$ cat config.mk
export PLATFORM = sky130hd
export DESIGN_NAME = imu_frame_yaw_circular_mean
export DESIGN_NICKNAME = d
export VERILOG_FILES = /design/src/rtl/imuyaw_pkg.sv /design/src/rtl/imu_frame_yaw_circular_mean.sv
export SDC_FILE = /design/constraint.sdc
export NUM_CORES = 2
export LEC_CHECK = 0
export BUFFER_PORTS_ARGS = -buffer_cell sky130_fd_sc_hd__buf_2
export CELL_PAD_IN_SITES_DETAIL_PLACEMENT = 1
export CELL_PAD_IN_SITES_GLOBAL_PLACEMENT = 2
export CORE_AREA = 8 8 307 428
export CTS_CLUSTER_DIAMETER = 150
export DETAILED_ROUTE_END_ITERATION = 16
export DIE_AREA = 0 0 315 436
export GPL_ROUTABILITY_DRIVEN = 0
export GPL_TIMING_DRIVEN = 0
export MAX_ROUTING_LAYER = met4
export PLACE_DENSITY_LB_ADDON = 0.1
export SKIP_CTS_REPAIR_TIMING = 1
export SYNTH_ARGS = -nofsm -noshare
export SYNTH_HDL_FRONTEND = slang
export SYNTH_SLANG_ARGS = --single-unit
$ cat constraint.sdc
create_clock -name clk -period 7.6 [get_ports clk]
set_input_delay 1.52 -clock clk [delete_from_list [all_inputs] [get_ports clk]]
set_output_delay 1.52 -clock clk [all_outputs]
set_load 0.005 [all_outputs]
$ cat src/rtl/imuyaw_pkg.sv
// Package for the IMU frame yaw filter: frame constants, CORDIC constants and arctangent table.
`default_nettype none
package imuyaw_pkg;
	localparam int FRAME_BYTES = 11;
	localparam logic [7:0] HEADER_BYTE = 8'h55;
	localparam logic [7:0] ANGLE_TYPE = 8'h53;
	localparam int STEPS = 24;
	localparam int DW = 32;
	localparam int ZW = 34;
	localparam logic signed [DW-1:0] UNIT_GAIN = 32'sd636751;
	localparam logic signed [ZW-1:0] HALF_TURN = 34'sd2147483648;
	localparam logic signed [ZW-1:0] QUARTER_TURN = 34'sd1073741824;

	typedef logic signed [DW-1:0] data_t;
	typedef logic signed [ZW-1:0] angle_t;

	// arctan(2^-k) in turn units (full circle = 2^32)
	function automatic angle_t atan_turn(input logic [4:0] k);
		angle_t a;
		case (k)
			5'd0: a = 34'sd536870912;
			5'd1: a = 34'sd316933406;
			5'd2: a = 34'sd167458907;
			5'd3: a = 34'sd85004756;
			5'd4: a = 34'sd42667331;
			5'd5: a = 34'sd21354465;
			5'd6: a = 34'sd10679838;
			5'd7: a = 34'sd5340245;
			5'd8: a = 34'sd2670163;
			5'd9: a = 34'sd1335087;
			5'd10: a = 34'sd667544;
			5'd11: a = 34'sd333772;
			5'd12: a = 34'sd166886;
			5'd13: a = 34'sd83443;
			5'd14: a = 34'sd41722;
			5'd15: a = 34'sd20861;
			5'd16: a = 34'sd10430;
			5'd17: a = 34'sd5215;
			5'd18: a = 34'sd2608;
			5'd19: a = 34'sd1304;
			5'd20: a = 34'sd652;
			5'd21: a = 34'sd326;
			5'd22: a = 34'sd163;
			5'd23: a = 34'sd81;
			default: a = '0;
		endcase
		return a;
	endfunction
endpackage
`default_nettype wire

$ cat src/rtl/imu_frame_yaw_circular_mean.sv
// IMU serial frame parser with circular-mean yaw filter on a shared CORDIC unit.
//
// Slave stream: one received serial byte per beat in s_tdata.
// Master stream: one beat per completed 11-byte frame; m_tdata holds the
// filtered yaw in whole degrees, m_tuser the frame type byte.
// The parser hunts for a 0x55 header; other bytes at frame start are dropped.
// Header and body bytes are taken one per cycle. A non-angle frame emits its
// beat on the cycle after its last byte. An angle frame (type 0x53) runs the
// shared CORDIC stage: a zero check first, then for sine/cosine a load, 24
// rotations and an accumulate per ring entry (WINDOW entries), then a load
// and 24 rotations for vectoring, and a multiply and a clamp step for scaling.
// s_tready is low from the last byte until the result beat.
// The last byte of a frame is held off while a previous result beat still
// waits on m_tready; other bytes are still taken.
// Reset clears the parser, the ring, the held yaw and the output register.
`default_nettype none
module imu_frame_yaw_circular_mean #(
	parameter int WINDOW = 5
) (
	input  wire logic        clk,
	input  wire logic        arst_n,
	input  wire logic        s_tvalid,
	output logic             s_tready,
	input  wire logic [7:0]  s_tdata,   // rx_byte[7:0]
	output logic             m_tvalid,
	input  wire logic        m_tready,
	output logic [15:0]      m_tdata,   // yaw_degrees[8:0], zero fill
	output logic [7:0]       m_tuser    // frame_type[7:0]
);
	import imuyaw_pkg::*;

	localparam int PW = $clog2(WINDOW);
	localparam logic [PW-1:0] LAST_SLOT = PW'(WINDOW - 1);

	localparam logic [2:0] ST_IDLE  = 3'd0;
	localparam logic [2:0] ST_CHK   = 3'd1;
	localparam logic [2:0] ST_LOAD  = 3'd2;
	localparam logic [2:0] ST_ROT   = 3'd3;
	localparam logic [2:0] ST_ACC   = 3'd4;
	localparam logic [2:0] ST_VLOAD = 3'd5;
	localparam logic [2:0] ST_VEC   = 3'd6;
	localparam logic [2:0] ST_DEG   = 3'd7;

	logic [2:0]          state_q;
	logic [3:0]          cnt_q;
	logic [7:0]          type_q, lo_q, hi_q;
	logic signed [15:0]  ring_q [WINDOW];
	logic [PW-1:0]       ptr_q, idx_q;
	logic [4:0]          k_q;
	logic                flip_q, vec_q, mul_q;
	data_t               x_q, y_q, sc_q, ss_q;
	angle_t              z_q;
	logic signed [8:0]   held_q;
	logic signed [42:0]  prod_q;

	logic accept, pos;
	data_t xs, ys, nx, ny;
	angle_t nz, t;
	logic signed [15:0] samp;
	logic signed [42:0] adj;
	logic signed [10:0] deg;
	logic signed [8:0] deg_c;

	assign s_tready = (state_q == ST_IDLE) && !(m_tvalid && cnt_q == 4'(FRAME_BYTES - 1));
	assign accept = s_tvalid && s_tready;

	// shared CORDIC step
	assign xs = x_q >>> k_q;
	assign ys = y_q >>> k_q;
	assign pos = vec_q ? !(y_q > 0) : (z_q >= 0);
	assign nx = pos ? x_q - ys : x_q + ys;
	assign ny = pos ? y_q + xs : y_q - xs;
	assign nz = pos ? z_q - atan_turn(k_q) : z_q + atan_turn(k_q);

	assign samp = ring_q[idx_q];
	assign t = {{2{samp[15]}}, samp, 16'b0};

	// truncate toward zero, then clamp
	assign adj = prod_q + (prod_q < 0 ? 43'sd4294967295 : 43'sd0);
	assign deg = adj[42:32];
	always_comb begin
		if (deg > 11'sd180) deg_c = 9'sd180;
		else if (deg < -11'sd180) deg_c = -9'sd180;
		else deg_c = deg[8:0];
	end

	always_ff @(posedge clk or negedge arst_n) begin
		if (!arst_n) begin
			state_q <= ST_IDLE;
			cnt_q <= '0;
			type_q <= '0;
			lo_q <= '0;
			hi_q <= '0;
			ptr_q <= '0;
			idx_q <= '0;
			k_q <= '0;
			flip_q <= 1'b0;
			vec_q <= 1'b0;
			mul_q <= 1'b0;
			x_q <= '0;
			y_q <= '0;
			z_q <= '0;
			sc_q <= '0;
			ss_q <= '0;
			prod_q <= '0;
			held_q <= '0;
			m_tvalid <= 1'b0;
			m_tdata <= '0;
			m_tuser <= '0;
			for (int i = 0; i < WINDOW; i++) ring_q[i] <= '0;
		end else begin
			if (m_tvalid && m_tready) m_tvalid <= 1'b0;
			case (state_q)
				ST_IDLE: begin
					if (accept && !(cnt_q == 4'd0 && s_tdata != HEADER_BYTE)) begin
						case (cnt_q)
							4'd1: type_q <= s_tdata;
							4'd6: lo_q <= s_tdata;
							4'd7: hi_q <= s_tdata;
							default: ;
						endcase
						if (cnt_q == 4'(FRAME_BYTES - 1)) begin
							cnt_q <= '0;
							if (type_q == ANGLE_TYPE) begin
								ring_q[ptr_q] <= {hi_q, lo_q};
								ptr_q <= (ptr_q == LAST_SLOT) ? '0 : ptr_q + 1'b1;
								state_q <= ST_CHK;
							end else begin
								m_tvalid <= 1'b1;
								m_tdata <= {7'b0, held_q};
								m_tuser <= type_q;
							end
						end else begin
							cnt_q <= cnt_q + 1'b1;
						end
					end
				end
				ST_CHK: begin
					idx_q <= '0;
					sc_q <= '0;
					ss_q <= '0;
					if (ring_q[WINDOW-1] == 16'sd0) begin
						held_q <= '0;
						m_tvalid <= 1'b1;
						m_tdata <= '0;
						m_tuser <= type_q;
						state_q <= ST_IDLE;
					end else begin
						state_q <= ST_LOAD;
					end
				end
				ST_LOAD: begin
					x_q <= UNIT_GAIN;
					y_q <= '0;
					k_q <= '0;
					vec_q <= 1'b0;
					if (t > QUARTER_TURN) begin
						z_q <= t - HALF_TURN;
						flip_q <= 1'b1;
					end else if (t < -QUARTER_TURN) begin
						z_q <= t + HALF_TURN;
						flip_q <= 1'b1;
					end else begin
						z_q <= t;
						flip_q <= 1'b0;
					end
					state_q <= ST_ROT;
				end
				ST_ROT, ST_VEC: begin
					x_q <= nx;
					y_q <= ny;
					z_q <= nz;
					k_q <= k_q + 1'b1;
					if (k_q == 5'(STEPS - 1)) begin
						state_q <= (state_q == ST_ROT) ? ST_ACC : ST_DEG;
						mul_q <= 1'b0;
					end
				end
				ST_ACC: begin
					sc_q <= flip_q ? sc_q - x_q : sc_q + x_q;
					ss_q <= flip_q ? ss_q - y_q : ss_q + y_q;
					if (idx_q == LAST_SLOT) begin
						state_q <= ST_VLOAD;
					end else begin
						idx_q <= idx_q + 1'b1;
						state_q <= ST_LOAD;
					end
				end
				ST_VLOAD: begin
					k_q <= '0;
					vec_q <= 1'b1;
					if (sc_q == 0 && ss_q == 0) begin
						held_q <= '0;
						m_tvalid <= 1'b1;
						m_tdata <= '0;
						m_tuser <= type_q;
						state_q <= ST_IDLE;
					end else begin
						if (sc_q < 0) begin
							x_q <= -sc_q;
							y_q <= -ss_q;
							z_q <= (ss_q >= 0) ? HALF_TURN : -HALF_TURN;
						end else begin
							x_q <= sc_q;
							y_q <= ss_q;
							z_q <= '0;
						end
						state_q <= ST_VEC;
					end
				end
				ST_DEG: begin
					if (!mul_q) begin
						prod_q <= 43'(z_q) * 43'sd360;
						mul_q <= 1'b1;
					end else begin
						held_q <= deg_c;
						m_tvalid <= 1'b1;
						m_tdata <= {7'b0, deg_c};
						m_tuser <= type_q;
						state_q <= ST_IDLE;
					end
				end
				default: state_q <= ST_IDLE;
			endcase
		end
	end
endmodule
`default_nettype wire

After elaboration in Yosys (flattened, before gate mapping)
Memories as Yosys holds them, arrays and structs flattened.
Index checks and enable logic that the tools add are counted.
Widths: inputs -> output; s select.

operators by class
  add/subtract/negate cells = 19
  multiply operators = 1
  order comparisons = 12
  eq/ne operators = 26
  shifts and indexed selects = 2
  multiplexer cells = 75
  bitwise operators = 3
  reductions and logical operators = 37

operator list
  operator                number
  $mux 32                 9
  $mux 34                 6
  $pmux 32 s3             2
  $mux 16                 9
  $add 32x32->32          4
  $pmux 32 s2             2
  $sub 32x32->32          4
  $pmux 34 s3             1
  $bwmux 80               1
  $logic_not 32->1        2
  $neg 32->32             2
  $pmux 16 s4             1
  $sshr 32x5->32          2
  $bmux 16 s3             1
  $demux 16 s3            1
  $mux 8                  6
  $mux 9                  5
  $add 43x33->43          1
  $lt 43x1->1 const B     1
  $mul 34x7->40 const B   1
  $add 32x33->34 const B  1
  $add 34x34->34          1
  $ge 34x1->1 const B     1
  $sub 32x33->34 const B  1
  51 further kinds        110

word-level totals
  bits in registers = 361
  memory bits (read-only) = 1920
  input bits = 12
  output and inout bits = 26
  word-level logic and storage cells = 203
  memories kept = 2

memories
  memory           depth  bits a word  rd ports  clocked after Yosys merged registers in  wr ports  line              RTL
  (no name shown)  32     30           1         0                                        0         imuyaw_pkg.sv:20  case (k)
  (no name shown)  32     30           1         0                                        0         imuyaw_pkg.sv:20

Logic depth before layout (Yosys ltp)
  depth after elaboration = 8
  mapped depth = 31
  gate-level depth less buffers = 26

Least setup slack after synthesis
No wires, ideal clock.

  kind = flip-flop to flip-flop
  start point = register k_q[4]
  end point = register x_q[31]
  library setup time = 0.143 ns
  data arrival time = 6.022 ns
  required time = 7.457 ns
  path slack = 1.435 ns
  cell stages (with the launch flop) = 29
  path buffers = 7
  clock period less this slack = 6.165 ns
  cell sequence = dfrtp_1 -> clkbuf_1 -> clkbuf_1 -> clkbuf_1 -> buf_1 -> clkbuf_1 -> buf_1 -> buf_1 -> nor2_1 -> nor2_1 -> ha_1 -> inv_1 -> a211oi_1 -> nand4_1 -> nor3_1 -> a41oi_1 -> xnor2_1 -> ha_1 -> a21o_1 -> a21o_1 -> a211o_1 -> a21o_1 -> a21oi_1 -> o31a_1 -> o21ai_0 -> a31oi_1 -> o21ai_0 -> xnor2_1 -> o221ai_1

on the way
  word-level cells in the longest chain between the ends = 4
  elaborated cells on any way between the ends = 5
  classes of those cells = add/sub: 2; shift: 1; mux: 2

RTL lines
  item                                                     line                                RTL
  from (decl)                                              imu_frame_yaw_circular_mean.sv:49   logic [4:0] k_q;
  from (signal assigned)                                   imu_frame_yaw_circular_mean.sv:173  k_q <= k_q + 1'b1;
  $sshr 32x5->32 (*)                                       imu_frame_yaw_circular_mean.sv:69   assign ys = y_q >>> k_q;
  $add 32x32->32 / $sub 32x32->32 (equally long branches)  imu_frame_yaw_circular_mean.sv:71   assign nx = pos ? x_q - ys : x_q + ys;
  $mux 32 (*)                                              imu_frame_yaw_circular_mean.sv:71
  $pmux 32 s3 (*)                                          imu_frame_yaw_circular_mean.sv:113  case (state_q)
  to (signal assigned)                                     imu_frame_yaw_circular_mean.sv:170  x_q <= nx;
  to (signal assigned)                                     imu_frame_yaw_circular_mean.sv:200  x_q <= -sc_q;
  to (signal assigned)                                     imu_frame_yaw_circular_mean.sv:204  x_q <= sc_q;
  to (decl)                                                imu_frame_yaw_circular_mean.sv:51   data_t x_q, y_q, sc_q, ss_q;

Every way passes the cells marked *; elsewhere a longest branch is shown, timed or not.
A chain may end at the register's enable or synchronous reset.

Worst setup path in the final report
  start point = register k_q[2]
  end point = register y_q[31]

on the way
  word-level cells in the longest chain between the ends = 4
  elaborated cells on any way between the ends = 5
  classes of those cells = add/sub: 2; shift: 1; mux: 2

RTL lines
  item                                                     line                                RTL
  $sshr 32x5->32 (*)                                       imu_frame_yaw_circular_mean.sv:68   assign xs = x_q >>> k_q;
  $sub 32x32->32 / $add 32x32->32 (equally long branches)  imu_frame_yaw_circular_mean.sv:72   assign ny = pos ? y_q + xs : y_q - xs;
  $mux 32 (*)                                              imu_frame_yaw_circular_mean.sv:72
  $pmux 32 s3 (*)                                          imu_frame_yaw_circular_mean.sv:113
  to (signal assigned)                                     imu_frame_yaw_circular_mean.sv:171  y_q <= ny;
  to (signal assigned)                                     imu_frame_yaw_circular_mean.sv:201  y_q <= -ss_q;
  to (signal assigned)                                     imu_frame_yaw_circular_mean.sv:205  y_q <= ss_q;
  to (decl)                                                imu_frame_yaw_circular_mean.sv:51

Marked as above.

==> results.toml <==
[logic_synthesis]
yosysUniqueCellTypes = 100
synth-async-reset-ratio_pct = 100.0
syn_inst = 4301
syn_avg_cell_area_sq_um = 8.624
synth_top_area_share_pct = 23.88
netlist_top_cells_area = "dfrtp_1, ha_1, xnor2_1"
synth_most_common_cell = "nand2_1"
synth-seq-cells = 354
yosysWarnings = 0
synth_flop_cell = "dfrtp_1"
synth_edf_count = 0
mappedNetlistArea_sq_um = 37090
yosysSeqAreaShare_pct = 23.88
yosys.area.top_type = "dfrtp_1"
synth_commonest_cells = "nand2_1, dfrtp_1, ha_1"

[power]
leakage_nw = 19.62
power.density_nw_per_um2 = 110.2
power_mw = 4.564
ir_drop_mv = 0.1820

[final_layout]
finalNetCount = 4802
area_growth_pct = 11.65
layout-drive-gt1-share_pct = 10.52
instances_no_fill = 6069

[sta]
rsz0062_at_grt = "no"
finalClockSkew_ps = 58.35
tightest_slew_ps = 1354
finalHoldViolCount = 0
fin_crit_ps = 7330
finalMaxSlewViolations = 0
slew_headroom_pct = 8.793
setup_viol = 0
fin_crit_sh_pct = 96.45
fmax_mhz = 136.4

[setup_path]
crit_arrival_ps = 7820
crit_path_end_kind = "flop"
cpMaxStageDelayCell = "clkbuf_1"
startpoint_type = "flop"
required_ps = 8090
crit_chain = "buf_2 -> buf_2 -> buf_1 -> clkbuf_1 -> o2111ai_1 -> a311o_1 -> a211oi_2 -> a31oi_1 -> xor2_1 -> ha_1 -> nor3_1 -> o211ai_1 -> and3_1 -> a211o_1 -> a311o_1 -> a31oi_1 -> o21ai_1 -> a211oi_1 -> o31ai_1 -> xnor2_2 -> o221ai_2"
critical_path_peak_fanout = 10
path_class = "reg2reg"
max_stage_delay_ps = 620

[routing]
wl_per_cell_microns = 27.64
vias_per_cell = 5.618
drtAntennaViolNets = 0
drt_first_iter_violations = 1884
post-route-drc-count = 0
firstDrtPassIters = 5
dr_total_vias = 34100
routed_wl_mm = 167.7

[floorplan]
floorplan.rows = 154
initial_core_util_pct = 29.66
fp.dieH_microns = 436
fp.dieW_microns = 315
io_pins = 38
die_area_sq_um = 137300
coreArea_sq_um = 125100

[cts]
htreeDepth = 2
cts-root-buf = "clkbuf_16"
cts_num_sinks = 354
cts_buffers = 47
clockBufferDepth = 3
cts_tree = "built"
path_clk_slew_ps = 70
insertion_delay_ps = 660

[grt]
grt_pass1_vias = 36560
grt_pass1_wl_mm = 247.6
grt_overflow = 0
antenna_found_initial = 1
track_usage_pct = 24.56
grt_max_degree = 98

[place]
portBuffers = 30
dp_cells = 5980
place.detailed.hpwl_mm = 134.5

[job]
max_cap_viol_count = 0

[status]
status = "completed"

[hold_path]
hp-class = "reg2reg"
kinds of logic after synthesis:
logic type / share of synthesized area [%]
flip-flops: 23.88
other: 0.01011
buffers and inverters: 5.572
AO/OA/AOI/OAI: 21.16
adder cells (fa/ha/maj): 14.84
multiplexers: 11.42
AND/OR/NAND/NOR: 14.35
XOR/XNOR: 8.760
sequential cells by signal, indices dropped and copies added, names as in the netlist, 4 cells and up:
register,flops
held_q,9
lo_q,8
ss_q,32
sc_q,32
prod_q,40
m_tdata,9
type_q,8
ring_q,80
k_q,5
x_q,32
z_q,34
m_tuser,8
cnt_q,4
y_q,32
hi_q,8
worst paths after layout:
kind / cells past startpoint / endpoint / slack, ps / start
worst min register to register: 2 / prod_q[3] / 480 / prod_q[3]
worst max register to register: 21 / y_q[31] / 270 / k_q[2]
max in group asynchronous: 4 / y_q[16] / 4810 / arst_n
worst max-delay path: 21 / y_q[31] / 270 / k_q[2]
min in group asynchronous: 1 / cnt_q[2] / 790 / arst_n
worst min-delay path: 2 / prod_q[3] / 480 / prod_q[3]
critical path, delay by kind of cell (launching register included):
kind / cells / cell delay, ps
and+or+nand+nor: 2 / 570
AOI/OAI and AO/OA: 12 / 3580
DFF: 1 / 390
adders and majority gates: 1 / 260
xor gates and xnor gates: 2 / 630
buffers and inverters: 4 / 1760
where the power goes:
group          internal (mW)          switching, mW  total [mW]
sequential              1.88  0.0000000000000000262        1.88
combinational        0.00971                 0.0456      0.0553
clock                   1.58                   1.05        2.62
per-layer routing:
| layer | GRT usage, % | part of all wire [%] | vias to the layer above |
|---|---|---|---|
| met5 | - | 0 | - |
| met4 | 14.49 | 7.6 | 0 |
| met3 | 2.187 | 3.1 | 413 |
| met2 | 44.36 | 51 | 771 |
| met1 | 25.94 | 38 | 17140 |
| li1 | - | - | 15780 |
cell usage in the layout (no fill, tap or decap), types with 47 or more instances in the layout:
| cell | Yosys | final |
|---|---|---|
| o21ai_0 | 311 | 307 |
| nand2_1 | 393 | 392 |
| mux4_2 | 69 | 69 |
| nand3_1 | 65 | 65 |
| clkbuf_1 | 175 | 158 |
| a21oi_1 | 303 | 303 |
| inv_1 | 283 | 283 |
| fa_1 | 69 | 69 |
| nand2b_1 | 47 | 47 |
| nor3_1 | 82 | 80 |
| xor2_1 | 133 | 133 |
| mux2i_1 | 98 | 98 |
| xnor2_1 | 238 | 236 |
| dfrtp_1 | 354 | 353 |
| clkbuf_16 | 0 | 47 |
| ha_1 | 328 | 328 |
| mux2_2 | 145 | 145 |
| a21o_1 | 115 | 115 |
| nor2_1 | 262 | 261 |
layout make-up:
type / count / area, sq um
Antenna cell: 1 / 2.502
Buffer: 228 / 1066
Clock buffer: 62 / 1282
Clock inverter: 24 / 489.2
Fill cell: 14680 / 83640
Inverter: 286 / 1074
Multi-Input combinational cell: 3436 / 26300
Sequential cell: 354 / 8860
Tap cell: 1638 / 2049
Timing Repair Buffer: 40 / 292.8
per-stage QoR:
stage | instance area (sq um) | hold slack, ps | util, % | TNS, ps | setup WS, ps
after floorplan | 37120 | 445.8 | - | 0 | 1435
after global placement | 39320 | 461.5 | 31.44 | -1195640 | -3282
after detailed placement | 39430 | 466.2 | 31.53 | -86510 | -2477
after CTS | 41200 | 483.5 | 32.95 | -88890 | -2492
after global routing | 41410 | 508.6 | 33.12 | 0 | 2.712
final | 41410 | 478.8 | 33.12 | 0 | 269.8
Power figures use the tool's default switching activity.
